### config.mk
export PLATFORM = sky130hd
export DESIGN_NAME = i2c_slave_command_engine
export DESIGN_NICKNAME = d
export VERILOG_FILES = /design/src/hdl/i2csc_pkg.sv /design/src/hdl/i2c_slave_command_engine.sv
export SDC_FILE = /design/constraint.sdc
export NUM_CORES = 1
export LEC_CHECK = 0
export BUFFER_PORTS_ARGS = -buffer_cell sky130_fd_sc_hd__buf_4
export CORE_MARGIN = 10
export CORE_UTILIZATION = 55
export DETAILED_ROUTE_END_ITERATION = 10
export GPL_TIMING_DRIVEN = 0
export PLACE_DENSITY = 0.8
export SKIP_CTS_REPAIR_TIMING = 1
export SYNTH_ARGS = -nofsm -noshare
export SYNTH_HDL_FRONTEND = slang
export SYNTH_SLANG_ARGS = --single-unit
### constraint.sdc
create_clock -name clk_i -period 3 [get_ports clk_i]
set_clock_uncertainty 0.05 [all_clocks]
set_input_delay 0.45 -clock clk_i [delete_from_list [all_inputs] [get_ports clk_i]]
set_output_delay 0.45 -clock clk_i [all_outputs]
set_load 0.01 [all_outputs]
### src/hdl/i2csc_pkg.sv
// ----------------------------------------------------------------------------
// i2csc_pkg
// Shared widths, codes and constants of the I2C slave command engine.
// ----------------------------------------------------------------------------
package i2csc_pkg;

  localparam int BUFFER_BYTES_DEFAULT = 6;
  localparam int PADDR_W              = 3;
  localparam int PDATA_W              = 32;
  localparam int ADDR_W               = 7;
  localparam int PAYLOAD_BYTES        = 6;
  localparam int PAYLOAD_W            = 8 * PAYLOAD_BYTES;

  localparam logic [1:0] OP_START = 2'd0;
  localparam logic [1:0] OP_EDGE  = 2'd1;
  localparam logic [1:0] OP_LOAD  = 2'd2;

  localparam logic [7:0] CMD_RECEIVE = 8'h01;
  localparam logic [7:0] CMD_NOTIFY  = 8'h10;
  localparam logic [7:0] CMD_PATTERN = 8'h20;

  localparam logic [0:0] REG_SLAVE_ADDRESS = 1'b0;
  localparam logic [ADDR_W-1:0] SLAVE_ADDRESS_RESET = 7'd8;

  function automatic logic [7:0] pattern_byte(input logic [2:0] idx);
    logic [7:0] b;
    case (idx)
      3'd0:    b = 8'hde;
      3'd1:    b = 8'had;
      3'd2:    b = 8'hbe;
      3'd3:    b = 8'hef;
      3'd4:    b = 8'hcc;
      3'd5:    b = 8'haa;
      default: b = 8'h00;
    endcase
    return b;
  endfunction

endpackage

### src/hdl/i2c_slave_command_engine.sv
// ----------------------------------------------------------------------------
// i2c_slave_command_engine
// Bit-level I2C slave: 7-bit address match, command decode, receive and
// transmit byte stores, one bus event per request.
// ----------------------------------------------------------------------------
//  channel  | direction | handshake             | payload
//  ---------+-----------+-----------------------+-------------------------------
//  in       | input     | in_valid_i/in_stall_o | opcode, sda_sample, load_*
//  out      | output    | out_valid_o/out_stall_i | sda_pull_low, busy_res, ...
//  config   | input     | APB psel/penable      | slave_address at 0x0
//
//  One request per cycle unless stalled; its result appears in the output register on the
//  next cycle. The bus state and both byte stores update at the accepting edge.
//  A request is taken whenever the output register is empty or being taken.
//  Reset returns to idle, address 8, SDA released, stores cleared.
// ----------------------------------------------------------------------------
module i2c_slave_command_engine #(
  parameter int BufferBytes = i2csc_pkg::BUFFER_BYTES_DEFAULT
) (
  input  logic                                clk_i,
  input  logic                                rst_ni,
  input  logic                                in_valid_i,
  output logic                                in_stall_o,
  input  logic [1:0]                          opcode_i,
  input  logic                                sda_sample_i,
  input  logic [2:0]                          load_index_i,
  input  logic [7:0]                          load_byte_i,
  output logic                                out_valid_o,
  input  logic                                out_stall_i,
  output logic                                sda_pull_low_o,
  output logic                                busy_res_o,
  output logic                                cmd_done_o,
  output logic [7:0]                          last_command_o,
  output logic [i2csc_pkg::PAYLOAD_W-1:0]     rx_payload_o,
  output logic                                nack_seen_o,
  input  logic                                psel,
  input  logic                                penable,
  input  logic                                pwrite,
  input  logic [i2csc_pkg::PADDR_W-1:0]       paddr,
  input  logic [i2csc_pkg::PDATA_W-1:0]       pwdata,
  output logic [i2csc_pkg::PDATA_W-1:0]       prdata,
  output logic                                pready
);
  import i2csc_pkg::*;

  localparam int SlotW = (BufferBytes > 1) ? $clog2(BufferBytes) : 1;
  localparam logic [SlotW-1:0] LastSlot = SlotW'(BufferBytes - 1);

  typedef enum logic [3:0] {
    PH_IDLE, PH_ADDRESS, PH_RW, PH_ACK_READ, PH_ACK_WRITE,
    PH_CONTROL, PH_RECEIVE, PH_RX_ACK, PH_SEND, PH_WAIT_MACK
  } phase_e;

  phase_e            phase_q, phase_d;
  logic [3:0]        bit_cnt_q, bit_cnt_d;
  logic [7:0]        shift_q, shift_d;
  logic [SlotW-1:0]  slot_q, slot_d;
  logic              fin_q, fin_d;
  logic [7:0]        cmd_q, cmd_d;
  logic              sda_q, sda_d;
  logic [7:0]        rx_q [BufferBytes];
  logic [7:0]        rx_d [BufferBytes];
  logic [7:0]        tx_q [BufferBytes];
  logic [7:0]        tx_d [BufferBytes];
  logic [ADDR_W-1:0] addr_q;

  logic              done_d, nack_d;
  logic              in_acc, cfg_wr;
  logic [7:0]        sh_in;
  logic [3:0]        cnt_inc;
  logic [SlotW-1:0]  slot_inc;
  logic [PAYLOAD_W-1:0] payload_d;

  logic                 out_valid_q;
  logic                 out_sda_q, out_busy_q, out_done_q, out_nack_q;
  logic [7:0]           out_cmd_q;
  logic [PAYLOAD_W-1:0] out_payload_q;

  assign in_stall_o = out_valid_q & out_stall_i;
  assign in_acc     = in_valid_i & ~in_stall_o;
  assign pready     = 1'b1;
  assign cfg_wr     = psel & penable & pwrite & pready & (paddr[2] == REG_SLAVE_ADDRESS);
  assign prdata     = (paddr[2] == REG_SLAVE_ADDRESS) ?
                      PDATA_W'(addr_q) : '0;

  assign sh_in    = {shift_q[6:0], sda_sample_i};
  assign cnt_inc  = bit_cnt_q + 4'd1;
  assign slot_inc = slot_q + SlotW'(1);

  always_comb begin
    phase_d   = phase_q;
    bit_cnt_d = bit_cnt_q;
    shift_d   = shift_q;
    slot_d    = slot_q;
    fin_d     = fin_q;
    cmd_d     = cmd_q;
    sda_d     = sda_q;
    rx_d      = rx_q;
    tx_d      = tx_q;
    done_d    = 1'b0;
    nack_d    = 1'b0;
    case (opcode_i)
      OP_START: begin
        phase_d   = PH_ADDRESS;
        bit_cnt_d = '0;
        shift_d   = '0;
        fin_d     = 1'b0;
        sda_d     = 1'b0;
      end
      OP_LOAD: begin
        if ({1'b0, load_index_i} < 4'(BufferBytes)) begin
          tx_d[load_index_i[SlotW-1:0]] = load_byte_i;
        end
      end
      OP_EDGE: begin
        case (phase_q)
          PH_ADDRESS: begin
            shift_d   = sh_in;
            bit_cnt_d = cnt_inc;
            if (cnt_inc >= 4'd7) begin
              if (sh_in[6:0] == addr_q) begin
                phase_d   = PH_RW;
                bit_cnt_d = '0;
              end else begin
                phase_d   = PH_IDLE;
                sda_d     = 1'b0;
                bit_cnt_d = '0;
                fin_d     = 1'b0;
              end
            end
          end
          PH_RW: begin
            phase_d = sda_sample_i ? PH_ACK_READ : PH_ACK_WRITE;
            sda_d   = 1'b1;
          end
          PH_ACK_READ: begin
            slot_d    = '0;
            shift_d   = tx_q[0];
            bit_cnt_d = '0;
            fin_d     = (LastSlot == '0);
            phase_d   = PH_SEND;
            sda_d     = ~tx_q[0][7];
          end
          PH_ACK_WRITE: begin
            phase_d   = PH_CONTROL;
            sda_d     = 1'b0;
            bit_cnt_d = '0;
            shift_d   = '0;
          end
          PH_CONTROL: begin
            shift_d   = sh_in;
            bit_cnt_d = cnt_inc;
            if (cnt_inc >= 4'd8) begin
              bit_cnt_d = '0;
              cmd_d     = sh_in;
              if (sh_in == CMD_RECEIVE) begin
                slot_d  = LastSlot;
                fin_d   = 1'b0;
                phase_d = PH_RX_ACK;
                sda_d   = 1'b1;
              end else if (sh_in == CMD_NOTIFY) begin
                done_d  = 1'b1;
                fin_d   = 1'b1;
                phase_d = PH_RX_ACK;
                sda_d   = 1'b1;
              end else if (sh_in == CMD_PATTERN) begin
                for (int i = 0; i < BufferBytes; i++) begin
                  if (i < PAYLOAD_BYTES) begin
                    tx_d[i] = pattern_byte(3'(i));
                  end
                end
                fin_d   = 1'b0;
                phase_d = PH_RX_ACK;
                sda_d   = 1'b1;
              end else begin
                phase_d = PH_IDLE;
                sda_d   = 1'b0;
                fin_d   = 1'b0;
              end
            end
          end
          PH_RECEIVE: begin
            shift_d   = sh_in;
            bit_cnt_d = cnt_inc;
            if (cnt_inc >= 4'd8) begin
              bit_cnt_d    = '0;
              rx_d[slot_q] = sh_in;
              if (slot_q == '0) begin
                done_d = 1'b1;
                fin_d  = 1'b1;
              end else begin
                slot_d = slot_q - SlotW'(1);
              end
              phase_d = PH_RX_ACK;
              sda_d   = 1'b1;
            end
          end
          PH_RX_ACK: begin
            sda_d     = 1'b0;
            bit_cnt_d = '0;
            shift_d   = '0;
            if (fin_q) begin
              phase_d = PH_IDLE;
              fin_d   = 1'b0;
            end else begin
              phase_d = (cmd_q == CMD_PATTERN) ? PH_CONTROL : PH_RECEIVE;
            end
          end
          PH_SEND: begin
            bit_cnt_d = cnt_inc;
            if (cnt_inc >= 4'd8) begin
              phase_d = PH_WAIT_MACK;
              sda_d   = 1'b0;
            end else begin
              sda_d = ~shift_q[3'd7 - cnt_inc[2:0]];
            end
          end
          PH_WAIT_MACK: begin
            if (sda_sample_i) begin
              nack_d    = 1'b1;
              phase_d   = PH_IDLE;
              sda_d     = 1'b0;
              bit_cnt_d = '0;
              fin_d     = 1'b0;
            end else if (fin_q) begin
              phase_d   = PH_IDLE;
              sda_d     = 1'b0;
              bit_cnt_d = '0;
              fin_d     = 1'b0;
            end else begin
              slot_d    = slot_inc;
              shift_d   = tx_q[slot_inc];
              bit_cnt_d = '0;
              fin_d     = (slot_inc >= LastSlot);
              phase_d   = PH_SEND;
              sda_d     = ~tx_q[slot_inc][7];
            end
          end
          default: begin
            phase_d   = PH_IDLE;
            sda_d     = 1'b0;
            bit_cnt_d = '0;
            fin_d     = 1'b0;
          end
        endcase
      end
      default: begin
      end
    endcase
  end

  always_comb begin
    payload_d = '0;
    for (int i = 0; i < BufferBytes; i++) begin
      if (i < PAYLOAD_BYTES) begin
        payload_d[8*i +: 8] = rx_d[i];
      end
    end
  end

  always_ff @(posedge clk_i or negedge rst_ni) begin
    if (!rst_ni) begin
      addr_q <= SLAVE_ADDRESS_RESET;
    end else if (cfg_wr) begin
      addr_q <= pwdata[ADDR_W-1:0];
    end
  end

  always_ff @(posedge clk_i or negedge rst_ni) begin
    if (!rst_ni) begin
      phase_q       <= PH_IDLE;
      bit_cnt_q     <= '0;
      shift_q       <= '0;
      slot_q        <= '0;
      fin_q         <= 1'b0;
      cmd_q         <= '0;
      sda_q         <= 1'b0;
      for (int i = 0; i < BufferBytes; i++) begin
        rx_q[i] <= '0;
        tx_q[i] <= '0;
      end
      out_valid_q   <= 1'b0;
      out_sda_q     <= 1'b0;
      out_busy_q    <= 1'b0;
      out_done_q    <= 1'b0;
      out_cmd_q     <= '0;
      out_payload_q <= '0;
      out_nack_q    <= 1'b0;
    end else if (in_acc) begin
      phase_q       <= phase_d;
      bit_cnt_q     <= bit_cnt_d;
      shift_q       <= shift_d;
      slot_q        <= slot_d;
      fin_q         <= fin_d;
      cmd_q         <= cmd_d;
      sda_q         <= sda_d;
      rx_q          <= rx_d;
      tx_q          <= tx_d;
      out_valid_q   <= 1'b1;
      out_sda_q     <= sda_d;
      out_busy_q    <= (phase_d != PH_IDLE) && (phase_d != PH_ADDRESS);
      out_done_q    <= done_d;
      out_cmd_q     <= cmd_d;
      out_payload_q <= payload_d;
      out_nack_q    <= nack_d;
    end else if (!out_stall_i) begin
      out_valid_q   <= 1'b0;
    end
  end

  assign out_valid_o    = out_valid_q;
  assign sda_pull_low_o = out_sda_q;
  assign busy_res_o     = out_busy_q;
  assign cmd_done_o     = out_done_q;
  assign last_command_o = out_cmd_q;
  assign rx_payload_o   = out_payload_q;
  assign nack_seen_o    = out_nack_q;

  a_stall_only_when_full: assert property (@(posedge clk_i) disable iff (!rst_ni)
    in_stall_o |-> out_valid_o)
    else $error("input stalled with empty output register");

  a_released_when_unaddressed: assert property (@(posedge clk_i) disable iff (!rst_ni)
    (out_valid_o && !busy_res_o) |-> !sda_pull_low_o)
    else $error("SDA driven while not addressed");

  a_done_during_ack: assert property (@(posedge clk_i) disable iff (!rst_ni)
    (out_valid_o && cmd_done_o) |-> (busy_res_o && sda_pull_low_o))
    else $error("command done outside an ack bit");

  a_nack_ends_transfer: assert property (@(posedge clk_i) disable iff (!rst_ni)
    (out_valid_o && nack_seen_o) |-> (!busy_res_o && !cmd_done_o))
    else $error("nack seen while still addressed");

endmodule

# Word level (Yosys, flattened, before mapping)
# Index checks and enable logic that the tools add are counted.
# word_totals
register_bits	184
latch_bits	0
mem_bits_rw	0
mem_bits_ro	0
out_inout_bits	95
word_cells	198
mem_count	0
# op_classes
add_sub_neg	4
multipliers	0
n_div	0
order_cmp	10
eq_ne	40
shifts	0
muxes	86
n_bitwise	13
n_reduce_logical	20
# op_table
op	count
$mux 48	9
$bwmux 48	2
$pmux 48 s2	1
$mux 8	9
$demux 8 s3	2
$pmux 4 s9	1
$mux 3	11
$mux 4	8
$pmux 8 s4	1
$mux 1	27
$ne 2x2->1 const B	13
$bmux 8 s3	1
$ne 3x3->1 const B	7
$eq 4x3->1 const B	4
$eq 8x6->1 const B	2
$ge 4x4->1 const B	4
$pmux 4 s2	2
$pmux 4 s4	1
$pmux 8 s2	1
$reduce_and 8->1	2
$not 3->4	3
$pmux 3 s4	1
$reduce_and 9->1	1
$eq 4x2->1 const B	2
38 further kinds	58

# Logic depth before layout (Yosys ltp)
# Gate-level depths: netlist (run 1).
# logic_depth
depth_word	10
depth_mapped	11

# Worst setup path after synthesis (run 1)
# No wires, ideal clock.
# synth_path
path_type	flip-flop to flip-flop
start	register slot_q[0]
end	register shift_q[7]
arrival_time_ps	2627
path_slack_ps	202
stages_incl_launch_ff	12
path_buffers	5
period_less_slack_ps	2798
path_cell_list	dfrtp_1 -> clkbuf_1 -> buf_2 -> buf_2 -> inv_1 -> ha_1 -> clkbuf_1 -> clkbuf_1 -> nor3_1 -> a21oi_1 -> nand2_1 -> a32o_1
# synth_via
elab_chain_cells	9
# synth_rtl
item	line_no	source
start: declaration	i2c_slave_command_engine.sv:57	logic [SlotW-1:0] slot_q, slot_d;
start signal: assignment	i2c_slave_command_engine.sv:293	slot_q <= slot_d;
$add 3x1->3	i2c_slave_command_engine.sv:88	assign slot_inc = slot_q + SlotW'(1);
$not 3->4 (not written as such)	i2c_slave_command_engine.sv:232	shift_d = tx_q[slot_inc];
$bmux 8 s3	i2c_slave_command_engine.sv:232	
$mux 8 (not written as such) (2 in series)	i2c_slave_command_engine.sv:232	
$mux 8	i2c_slave_command_engine.sv:225	end else if (fin_q) begin
$mux 8	i2c_slave_command_engine.sv:219	if (sda_sample_i) begin
$pmux 8 s4	i2c_slave_command_engine.sv:116	case (phase_q)
$pmux 8 s2	i2c_slave_command_engine.sv:102	case (opcode_i)
end signal: assignment	i2c_slave_command_engine.sv:292	shift_q <= shift_d;
end: declaration	i2c_slave_command_engine.sv:56	logic [7:0] shift_q, shift_d;
# No other way between the ends. The select of a mux whose other input is x is not followed.
# A chain may end at the register's enable or synchronous reset.

# Final worst setup path (run 1)
# layout_path
start	register phase_q[0]
end	register rx_q[26] (netlist bit)
# layout_via
elab_chain_cells	3
# layout_rtl
item	line_no	source
start: declaration	i2c_slave_command_engine.sv:54	phase_e phase_q, phase_d;
start signal: assignment	i2c_slave_command_engine.sv:290	phase_q <= phase_d;
$eq 4x3->1	i2c_slave_command_engine.sv:116	
$mux 48	i2c_slave_command_engine.sv:116	
$mux 48	i2c_slave_command_engine.sv:102	
end signal: assignment	i2c_slave_command_engine.sv:297	rx_q <= rx_d;
end: declaration	i2c_slave_command_engine.sv:61	logic [7:0] rx_q [BufferBytes];
# No other way between the ends.

==> reports/metrics.yaml, run 1 <==
slew_viol_final: 0
syn_area_um2: 7240
cts_max_level: 4
synth.area.top_cells: "dfrtp_1 (47%), mux2_2 (15%), mux4_2 (3.1%), a32o_1 (2.8%), buf_4 (2.7%)"
area_delta_synth_final_pct: 23.3
cts-root-buf: "clkbuf_16"
holdWs_ns: 0.168
max_freq_mhz: 344
ys_seq_area_share_pct: 47.1
cp.arrival_ns: 3.17
overflow: 0
synth-main-ff-cell: "dfrtp_1"
dp_cells: 922
core_area_um2: 12800
nets: 830
min_period_ns: 2.91
worstPathRequired_ns: 3.26
wl_per_cell_um: 22.0
nFillCells: 945
io_pins: 151
maxCapViolCount: 0
clock-sinks: 136
worst_slew_pin_slew_ns: 1.01
grt_pass1_vias: 6044
clk_latency_ns: 0.43
synth_edf_count: 0
drt-total-wl_um: 21000
min_period_over_period_pct: 96.9
gr-usage-met1_pct: 28.1
layout.cells.non_filler: 954
crit_type: "reg2reg"
hold_class: "in2reg"
drive_above_1_share_pct: 37.0
hold_depth: 2
antenna_cells: 0
dieArea_um2: 18100
endpoint_kind: "register"
cts_buffers: 17
final_common_cell: "dfrtp_1"
io_buffers: 95
start_util_pct: 56.6
grtUsageMet3_pct: 5.64
grt_usage_pct: 23.1
drt_iter0_drc: 580
dp_hpwl_um: 15000
slew_headroom_pct: 32.2
ys_types: 66
drc: 0
synth_top_cell_by_area: "dfrtp_1"
place.gp.congestion: 0.966
hold_viol_final: 0
ir_drop_v: 0.000519
busiest_layer: "met2"
grt_start_max_net_pins: 86
postRouteAntennaNets: 0
via_count: 5854
multi_input_area_um2: 3580
gr-usage-met2_pct: 37.5
grt_pass1_wl_um: 33200
syn_avg_cell_area_um2: 11.5
clk_pin_slew_ns: 0.06
status: "finished, final reports clean"
p_sw_w: 0.00150
rows: 41
layout_common_cells: "dfrtp_1 (135), buf_4 (120), mux2_2 (96)"
die_y_um: 135
grt_antenna_before_repair: 0
power.share.sequential_pct: 43.4
seq_area_um2: 3400
yosysTopAreaCellShare_pct: 46.7
swShare_pct: 29.3
clockBufferDepth: 2
cp-start-kind: "register"
power_density_nw_per_um2: 573
worst-path-max-fanout: 10
via_per_inst: 6.14
ff2ff_path_depth: 6
die_w_um: 135
setup_violations: 0
cts_tree: "built"
p_comb_share_pct: 15.9
leakagePower_nw: 4.13
ys_async_sr_fraction_pct: 100
p_int_w: 0.00362
pwr-share-clk_pct: 40.7
netlist_instances: 630
ys_ff_latch: 136
ys_warn_count: 0
dr.pass1.iters: 5
## cells by family (layout without fill, tap and decap cells)
| group | Yosys count | in the layout | share of synthesized area [%] |
|---|---|---|---|
| DFF | 136 | 136 | 47.1 |
| and+or+nand+nor | 161 | 161 | 12.4 |
| buffers and inverters | 74 | 202 | 5.24 |
| other | 2 | 26 | 0.104 |
| muxes | 116 | 116 | 19.5 |
| adders and majority gates | 5 | 5 | 0.865 |
| AOI/OAI and AO/OA | 120 | 120 | 12.8 |
| xor gates and xnor gates | 16 | 16 | 2.04 |
## registers in the layout, indices dropped and copies added (netlist names), 3 cells and up
name / count
shift_q: 8
phase_q: 4
addr_q: 7
tx_q: 48
bit_cnt_q: 4
slot_q: 3
rx_q: 43
last_command_o: 8
rx_payload_o: 5
## cell usage after synthesis (3+ instances only)
cell      count
nand2b_1     14
o311ai_0      8
a211oi_1      4
xor2_1       10
o22ai_1       5
a21oi_2       3
a21oi_4       3
inv_1        13
a32o_1       20
nor2_1       35
buf_2         3
dfrtp_1     135
nand3b_1      5
a21o_1        8
mux4_2       10
ha_1          5
nor4_1        8
a31oi_1       6
nor3b_1       6
a21oi_1      15
buf_4        26
or2_2         3
o21ai_0      22
mux2i_1       9
nor3_1       13
xnor2_1       5
mux2_2       96
a221o_1       9
nor2b_1      11
or3_1         4
nand2_1      34
clkbuf_1     31
nand3_1      11
## cell type report
class                      count  share of cell area [%]
clock buffer                  17                    4.77
sequential                   136                    38.2
clock inverter                15                    1.79
timing repair buffer          97                    8.45
tap                          172                    2.41
buffer                        60                    3.79
inverter                      13                   0.547
multi-input combinational    444                    40.1
## power groups by stage
stage | logic [W] | registers, W | clock network [W]
2_1_floorplan | 0.000557 | 0.00218 | 0
3_3_place_gp | 0.000760 | 0.00222 | 0
3_5_place_dp | 0.000797 | 0.00224 | 0
4_1_cts | 0.000804 | 0.00221 | 0.00210
5_1_grt | 0.000888 | 0.00224 | 0.00219
6_report | 0.000815 | 0.00222 | 0.00208
## through the flow
step	util, %	setup TNS (ns)	total power [W]	area [um2]	worst slack, ns
after floorplan	-	0	0.00274	7330	0.202
after global placement	64.6	-6.00	0.00298	8250	-0.763
after detailed placement	64.9	-6.03	0.00304	8290	-0.785
after CTS	69.4	-6.27	0.00511	8870	-0.799
after global routing	69.9	-0.112	0.00532	8920	-0.0259
final	69.9	0	0.00511	8920	0.0943
## layer usage
| layer | share of wire, % | up-vias |
|---|---|---|
| met3 | 7.7 | 68 |
| met4 | 3.4 | 0 |
| met5 | 0 | - |
| li1 | - | 2576 |
| met2 | 49 | 300 |
| met1 | 40 | 2910 |
## worst paths after layout
check                            start     endpoint  slack (ns)
setup / recovery            phase_q[0]     rx_q[26]        0.09
hold / removal              in_valid_i  out_valid_o        0.17
setup reg to reg            phase_q[0]     rx_q[26]        0.09
hold reg to reg            nack_seen_o  nack_seen_o        0.44
max in group asynchronous       rst_ni     rx_q[36]        1.64
min in group asynchronous       rst_ni   phase_q[2]        0.49
## critical path: stages, from the launching register on
cell and delay (ns):
dfrtp_1 0.39, clkbuf_1 0.24, nor2b_1 0.30, nand3_1 0.37, nor4_2 0.57, nand3b_1 0.44, mux2_2 0.42
(Power assumes the default switching activity.)
==> inputs of run 2 (changes only) <==
RECOVER_POWER = 50   (was default)
==> reports/metrics.yaml, run 2 (synthesis results as in run 1) <==
status: "finished, final reports clean"
drt-total-wl_um: 21000
hold_viol_final: 0
hold_depth: 2
io_pins: 151
worst-path-max-fanout: 10
grt_antenna_before_repair: 0
rows: 41
grt_usage_pct: 23.1
die_w_um: 135
cp.arrival_ns: 3.16
postRouteAntennaNets: 0
largestRegisters: "tx_q: 48 flops, rx_q: 43 flops"
dp_hpwl_um: 15000
leakagePower_nw: 3.91
ff2ff_path_depth: 6
overflow: 0
slew_headroom_pct: 10.8
critPathCapture: "rx_q[26]"
layout.cells.non_filler: 954
min_period_over_period_pct: 96.7
core_area_um2: 12800
antenna_cells: 0
nets: 830
ir_drop_v: 0.000519
crit_type: "reg2reg"
layout_common_cells: "dfrtp_1 (135), mux2_2 (96), clkbuf_1 (80)"
clk_latency_ns: 0.43
worstPathRequired_ns: 3.26
r2r-start: "phase_q[0]"
largest_reg_flops: 48
area_delta_synth_final_pct: 20.5
dp_cells: 922
grt_pass1_wl_um: 33200
drive_above_1_share_pct: 30.3
start_util_pct: 56.6
cts-root-buf: "clkbuf_16"
dr.pass1.iters: 6
drc: 0
cts_buffers: 17
min_period_ns: 2.90
slew_viol_final: 0
wl_per_cell_um: 22.0
drt_iter0_drc: 659
place.gp.congestion: 0.966
via_count: 5849
setup_tns_ns: 0
endpoint_kind: "register"
final_common_cell: "dfrtp_1"
clockBufferDepth: 2
die_y_um: 135
worst_slew_pin_slew_ns: 1.34
r2r-end: "rx_q[26]"
clock-sinks: 136
dieArea_um2: 18100
cp-start-kind: "register"
max_freq_mhz: 345
top_register: "tx_q"
via_per_inst: 6.13
io_buffers: 95
setup_violations: 0
hold_class: "in2reg"
crit_start: "phase_q[0]"
clk_pin_slew_ns: 0.07
power_density_nw_per_um2: 586
grt_pass1_vias: 6044
cts_tree: "built"
ff2ff_setup_slack_ns: 0.10
grt_start_max_net_pins: 86
cts_max_level: 4
maxCapViolCount: 0
## run 2: stage by stage
step | power [W] | hold slack (ns) | util [%] | setup WS (ns) | area [um2]
3_5_place_dp | 0.00304 | 0.382 | 64.9 | -0.785 | 8290
4_1_cts | 0.00511 | -0.0727 | 69.4 | -0.799 | 8870
5_1_grt | 0.00531 | 0.178 | 68.3 | -0.0259 | 8720
3_3_place_gp | 0.00298 | 0.417 | 64.6 | -0.763 | 8250
2_1_floorplan | 0.00274 | 0.104 | - | 0.202 | 7330
6_report | 0.00511 | 0.164 | 68.3 | 0.100 | 8720
## run 2: area by class of cell
cell class / instances / area (um2)
fill: 994 / 4050
clock inverter: 15 / 160
buffer: 60 / 338
inverter: 13 / 48.8
multi-input combinational: 444 / 3580
clock buffer: 17 / 425
timing repair buffer: 97 / 553
tap: 172 / 215
sequential: 136 / 3400
## run 2: power by group
group          leakage, nW  internal, W  switching (W)  total (W)
combinational         1.83     0.000389       0.000422   0.000812
clock                0.286      0.00117       0.000909    0.00208
sequential            1.79      0.00205       0.000170    0.00222
## run 2: critical path: stages, from the launching register on
cell      delay [ns]
dfrtp_1         0.40
clkbuf_1        0.24
nor2b_1         0.29
nand3_1         0.38
nor4_2          0.57
nand3b_1        0.45
mux2_2          0.42
## run 2: worst min-delay path by stage
stage | startpoint | to | slack [ns]
floorplan | rst_ni | addr_q[0] | 0.10
global placement | tx_q[16] | tx_q[16] | 0.42
detailed placement | rst_ni | phase_q[0] | 0.38
CTS | rst_ni | nack_seen_o | -0.07
global route | in_valid_i | out_valid_o | 0.18
finish | in_valid_i | out_valid_o | 0.16
## run 2: layer usage
| metal | up-vias | track usage, % | routed length (um) |
|---|---|---|---|
| met5 | - | 0 | 0 |
| met4 | 0 | 11.7 | 674 |
| met3 | 56 | 5.64 | 1590 |
| met2 | 287 | 37.5 | 10300 |
| li1 | 2572 | - | - |
| met1 | 2934 | 28.1 | 8440 |
==> inputs of run 3 (changes only) <==
ABC_AREA = 1   (was default)
CORE_UTILIZATION = 50   (was 55)
PLACE_DENSITY = 0.77   (was 0.8)
clock period = 2.49 ns   (was 3 ns; I/O delays follow)
==> reports/metrics.yaml, run 3 <==
status: "finished, final reports clean"
clk_pin_slew_ns: 0.06
worstPathRequired_ns: 2.78
top_register: "tx_q"
ys_types: 41
synth-main-ff-cell: "dfrtp_1"
area_delta_synth_final_pct: 23.4
io_pins: 151
min_period_over_period_pct: 94.3
synth_top_cell_by_area: "dfrtp_1"
start_util_pct: 51.0
fin_area_um2: 8700
cts-root-buf: "clkbuf_16"
dp_hpwl_um: 14800
syn_avg_cell_area_um2: 8.15
drc: 0
netlist_instances: 866
grt_usage_pct: 20.5
ys_ff_latch: 136
largest_reg_flops: 48
ys_seq_area_share_pct: 48.3
dieArea_um2: 19300
clock-sinks: 136
ir_drop_v: 0.000532
die_y_um: 139
nets: 1071
drive_above_1_share_pct: 19.8
worst_slew_pin_slew_ns: 0.928
r2r-start: "phase_q[3]"
synth_edf_count: 0
max_freq_mhz: 426
grt_antenna_before_repair: 0
crit_type: "reg2reg"
ys_warn_count: 0
maxCapViolCount: 0
clk_latency_ns: 0.43
yosysTopAreaCellShare_pct: 47.9
drt_iter0_drc: 629
path_common_cell: "nand2_1"
dr.pass1.iters: 6
cts_buffers: 17
slew_headroom_pct: 38.1
slew_viol_final: 0
final_common_cell: "nand2_1"
leakagePower_nw: 4.30
worst-path-max-fanout: 10
synth.area.top_cells: "dfrtp_1 (48%), nand2_1 (13%), o21ai_0 (8.5%), nor2_1 (3.9%), inv_1 (3.0%)"
cts_tree: "built"
cp_slowest_cell: "dfrtp_1"
cp.arrival_ns: 2.63
hold_class: "in2reg"
power_density_nw_per_um2: 772
via_per_inst: 5.40
setup_violations: 0
antenna_cells: 0
postRouteAntennaNets: 0
grt_pass1_vias: 6127
via_count: 6491
path_cells: "inv_1 -> nand2_1 -> inv_1 -> nand2_1 -> buf_2 -> nand2_1 -> nand2_1 -> nand4_1 -> nor2_1 -> o21ai_0 -> o21ai_0"
ff2ff_setup_slack_ns: 0.14
holdWs_ns: 0.141
cts_max_level: 4
hold_viol_final: 0
hold_depth: 3
yosysMostFrequentCell: "nand2_1"
critPathTopFamily: "simple AND/OR/NAND/NOR gates"
endpoint_kind: "register"
core_area_um2: 13800
placed_area_um2: 8120
r2r-end: "slot_q[0]"
nFillCells: 1259
cp_num_buf_inv: 3
clockBufferDepth: 2
slowest_delay_ns: 0.41
grt_pass1_wl_um: 32400
wl_per_cell_um: 17.0
hold_path_end: "addr_q[3]"
grt_start_max_net_pins: 100
worstHoldStart: "pwdata[3]"
overflow: 0
die_w_um: 139
ys_async_sr_fraction_pct: 100
syn_area_um2: 7060
place.gp.congestion: 0.966
cp-start-kind: "register"
io_buffers: 95
rows: 43
min_period_ns: 2.35
largestRegisters: "tx_q: 48 flops, rx_q: 43 flops"
power_w: 0.00672
synth_commonest_cells: "nand2_1 (237), dfrtp_1 (135), o21ai_0 (120)"
layout_common_cells: "nand2_1 (232), dfrtp_1 (134), o21ai_0 (116)"
ff2ff_path_depth: 11
drt-total-wl_um: 20400
[run 3: cell count changes after synthesis, moves of 12 or more]
cell and delta:
a32o_1 -17, a21oi_1 +16, o21ai_1 +12, inv_1 +44, nand2_1 +203, mux2_2 -96
nand3_1 +21, nor2_1 +39, o21ai_0 +98, nand2b_1 -14, o21ai_2 +24
[run 3: power by group]
group / internal, W / leakage (nW) / switching, W
sequential: 0.00246 / 1.80 / 0.000197
clock: 0.00152 / 0.293 / 0.00103
combinational: 0.000525 / 2.20 / 0.000978
total: 0.00451 / 4.30 / 0.00221
[run 3: worst max path at each step]
stage | end | startpoint | depth (start not counted) | slack (ns)
final | slot_q[0] | phase_q[3] | 11 | 0.14
after global routing | rx_q[14] | out_valid_o | 10 | -0.004
after CTS | shift_q[0] | slot_q[0] | 10 | -0.46
after detailed placement | shift_q[0] | slot_q[0] | 10 | -0.45
after global placement | shift_q[2] | slot_q[0] | 10 | -0.41
after floorplan | shift_q[0] | slot_q[0] | 10 | 0.24
[run 3: logic make-up (layout without fill, tap and decap cells)]
group	count (synthesis)	after routing	synth area share, %
AOI/OAI and AO/OA	205	205	16.4
adders and majority gates	5	5	0.887
muxes	7	7	0.993
xor gates and xnor gates	8	8	1.26
DFF	136	136	48.3
and+or+nand+nor	382	382	23.5
buffers and inverters	121	254	8.60
other	2	26	0.106
[run 3: cell type report]
cell class | count | area, um2 | area share (%)
buffer | 56 | 369 | 4.24
clock buffer | 18 | 439 | 5.05
clock inverter | 14 | 160 | 1.84
inverter | 62 | 236 | 2.72
multi-input combinational | 633 | 3180 | 36.5
sequential | 136 | 3410 | 39.1
tap | 180 | 225 | 2.59
timing repair buffer | 104 | 687 | 7.89
[run 3: per-stage QoR]
stage | utilization [%] | instances | TNS (ns) | setup WS, ns
final | 62.9 | 1203 | 0 | 0.142
after global routing | 62.9 | 1203 | -0.00383 | -0.00383
after CTS | 63.0 | 1198 | -3.81 | -0.457
after detailed placement | 58.7 | 1166 | -3.76 | -0.452
after global placement | 58.5 | 1165 | -3.11 | -0.406
after floorplan | - | 890 | 0 | 0.239
[run 3: metal layers]
layer / vias up / share of wire (%) / global-route usage (%)
li1: 3108 / - / -
met1: 3047 / 43 / 26.6
met2: 288 / 46 / 31.8
met3: 48 / 7.4 / 5.07
met4: 0 / 3.0 / 9.01
met5: - / 0 / 0
[run 3: worst register-to-register path, cell delays in order (launching register included)]
cell and delay, ns:
dfrtp_1 0.41, inv_1 0.09, nand2_1 0.15, inv_1 0.08, nand2_1 0.22, buf_2 0.30, nand2_1 0.14, nand2_1 0.14
nand4_1 0.09, nor2_1 0.34, o21ai_0 0.15, o21ai_0 0.10
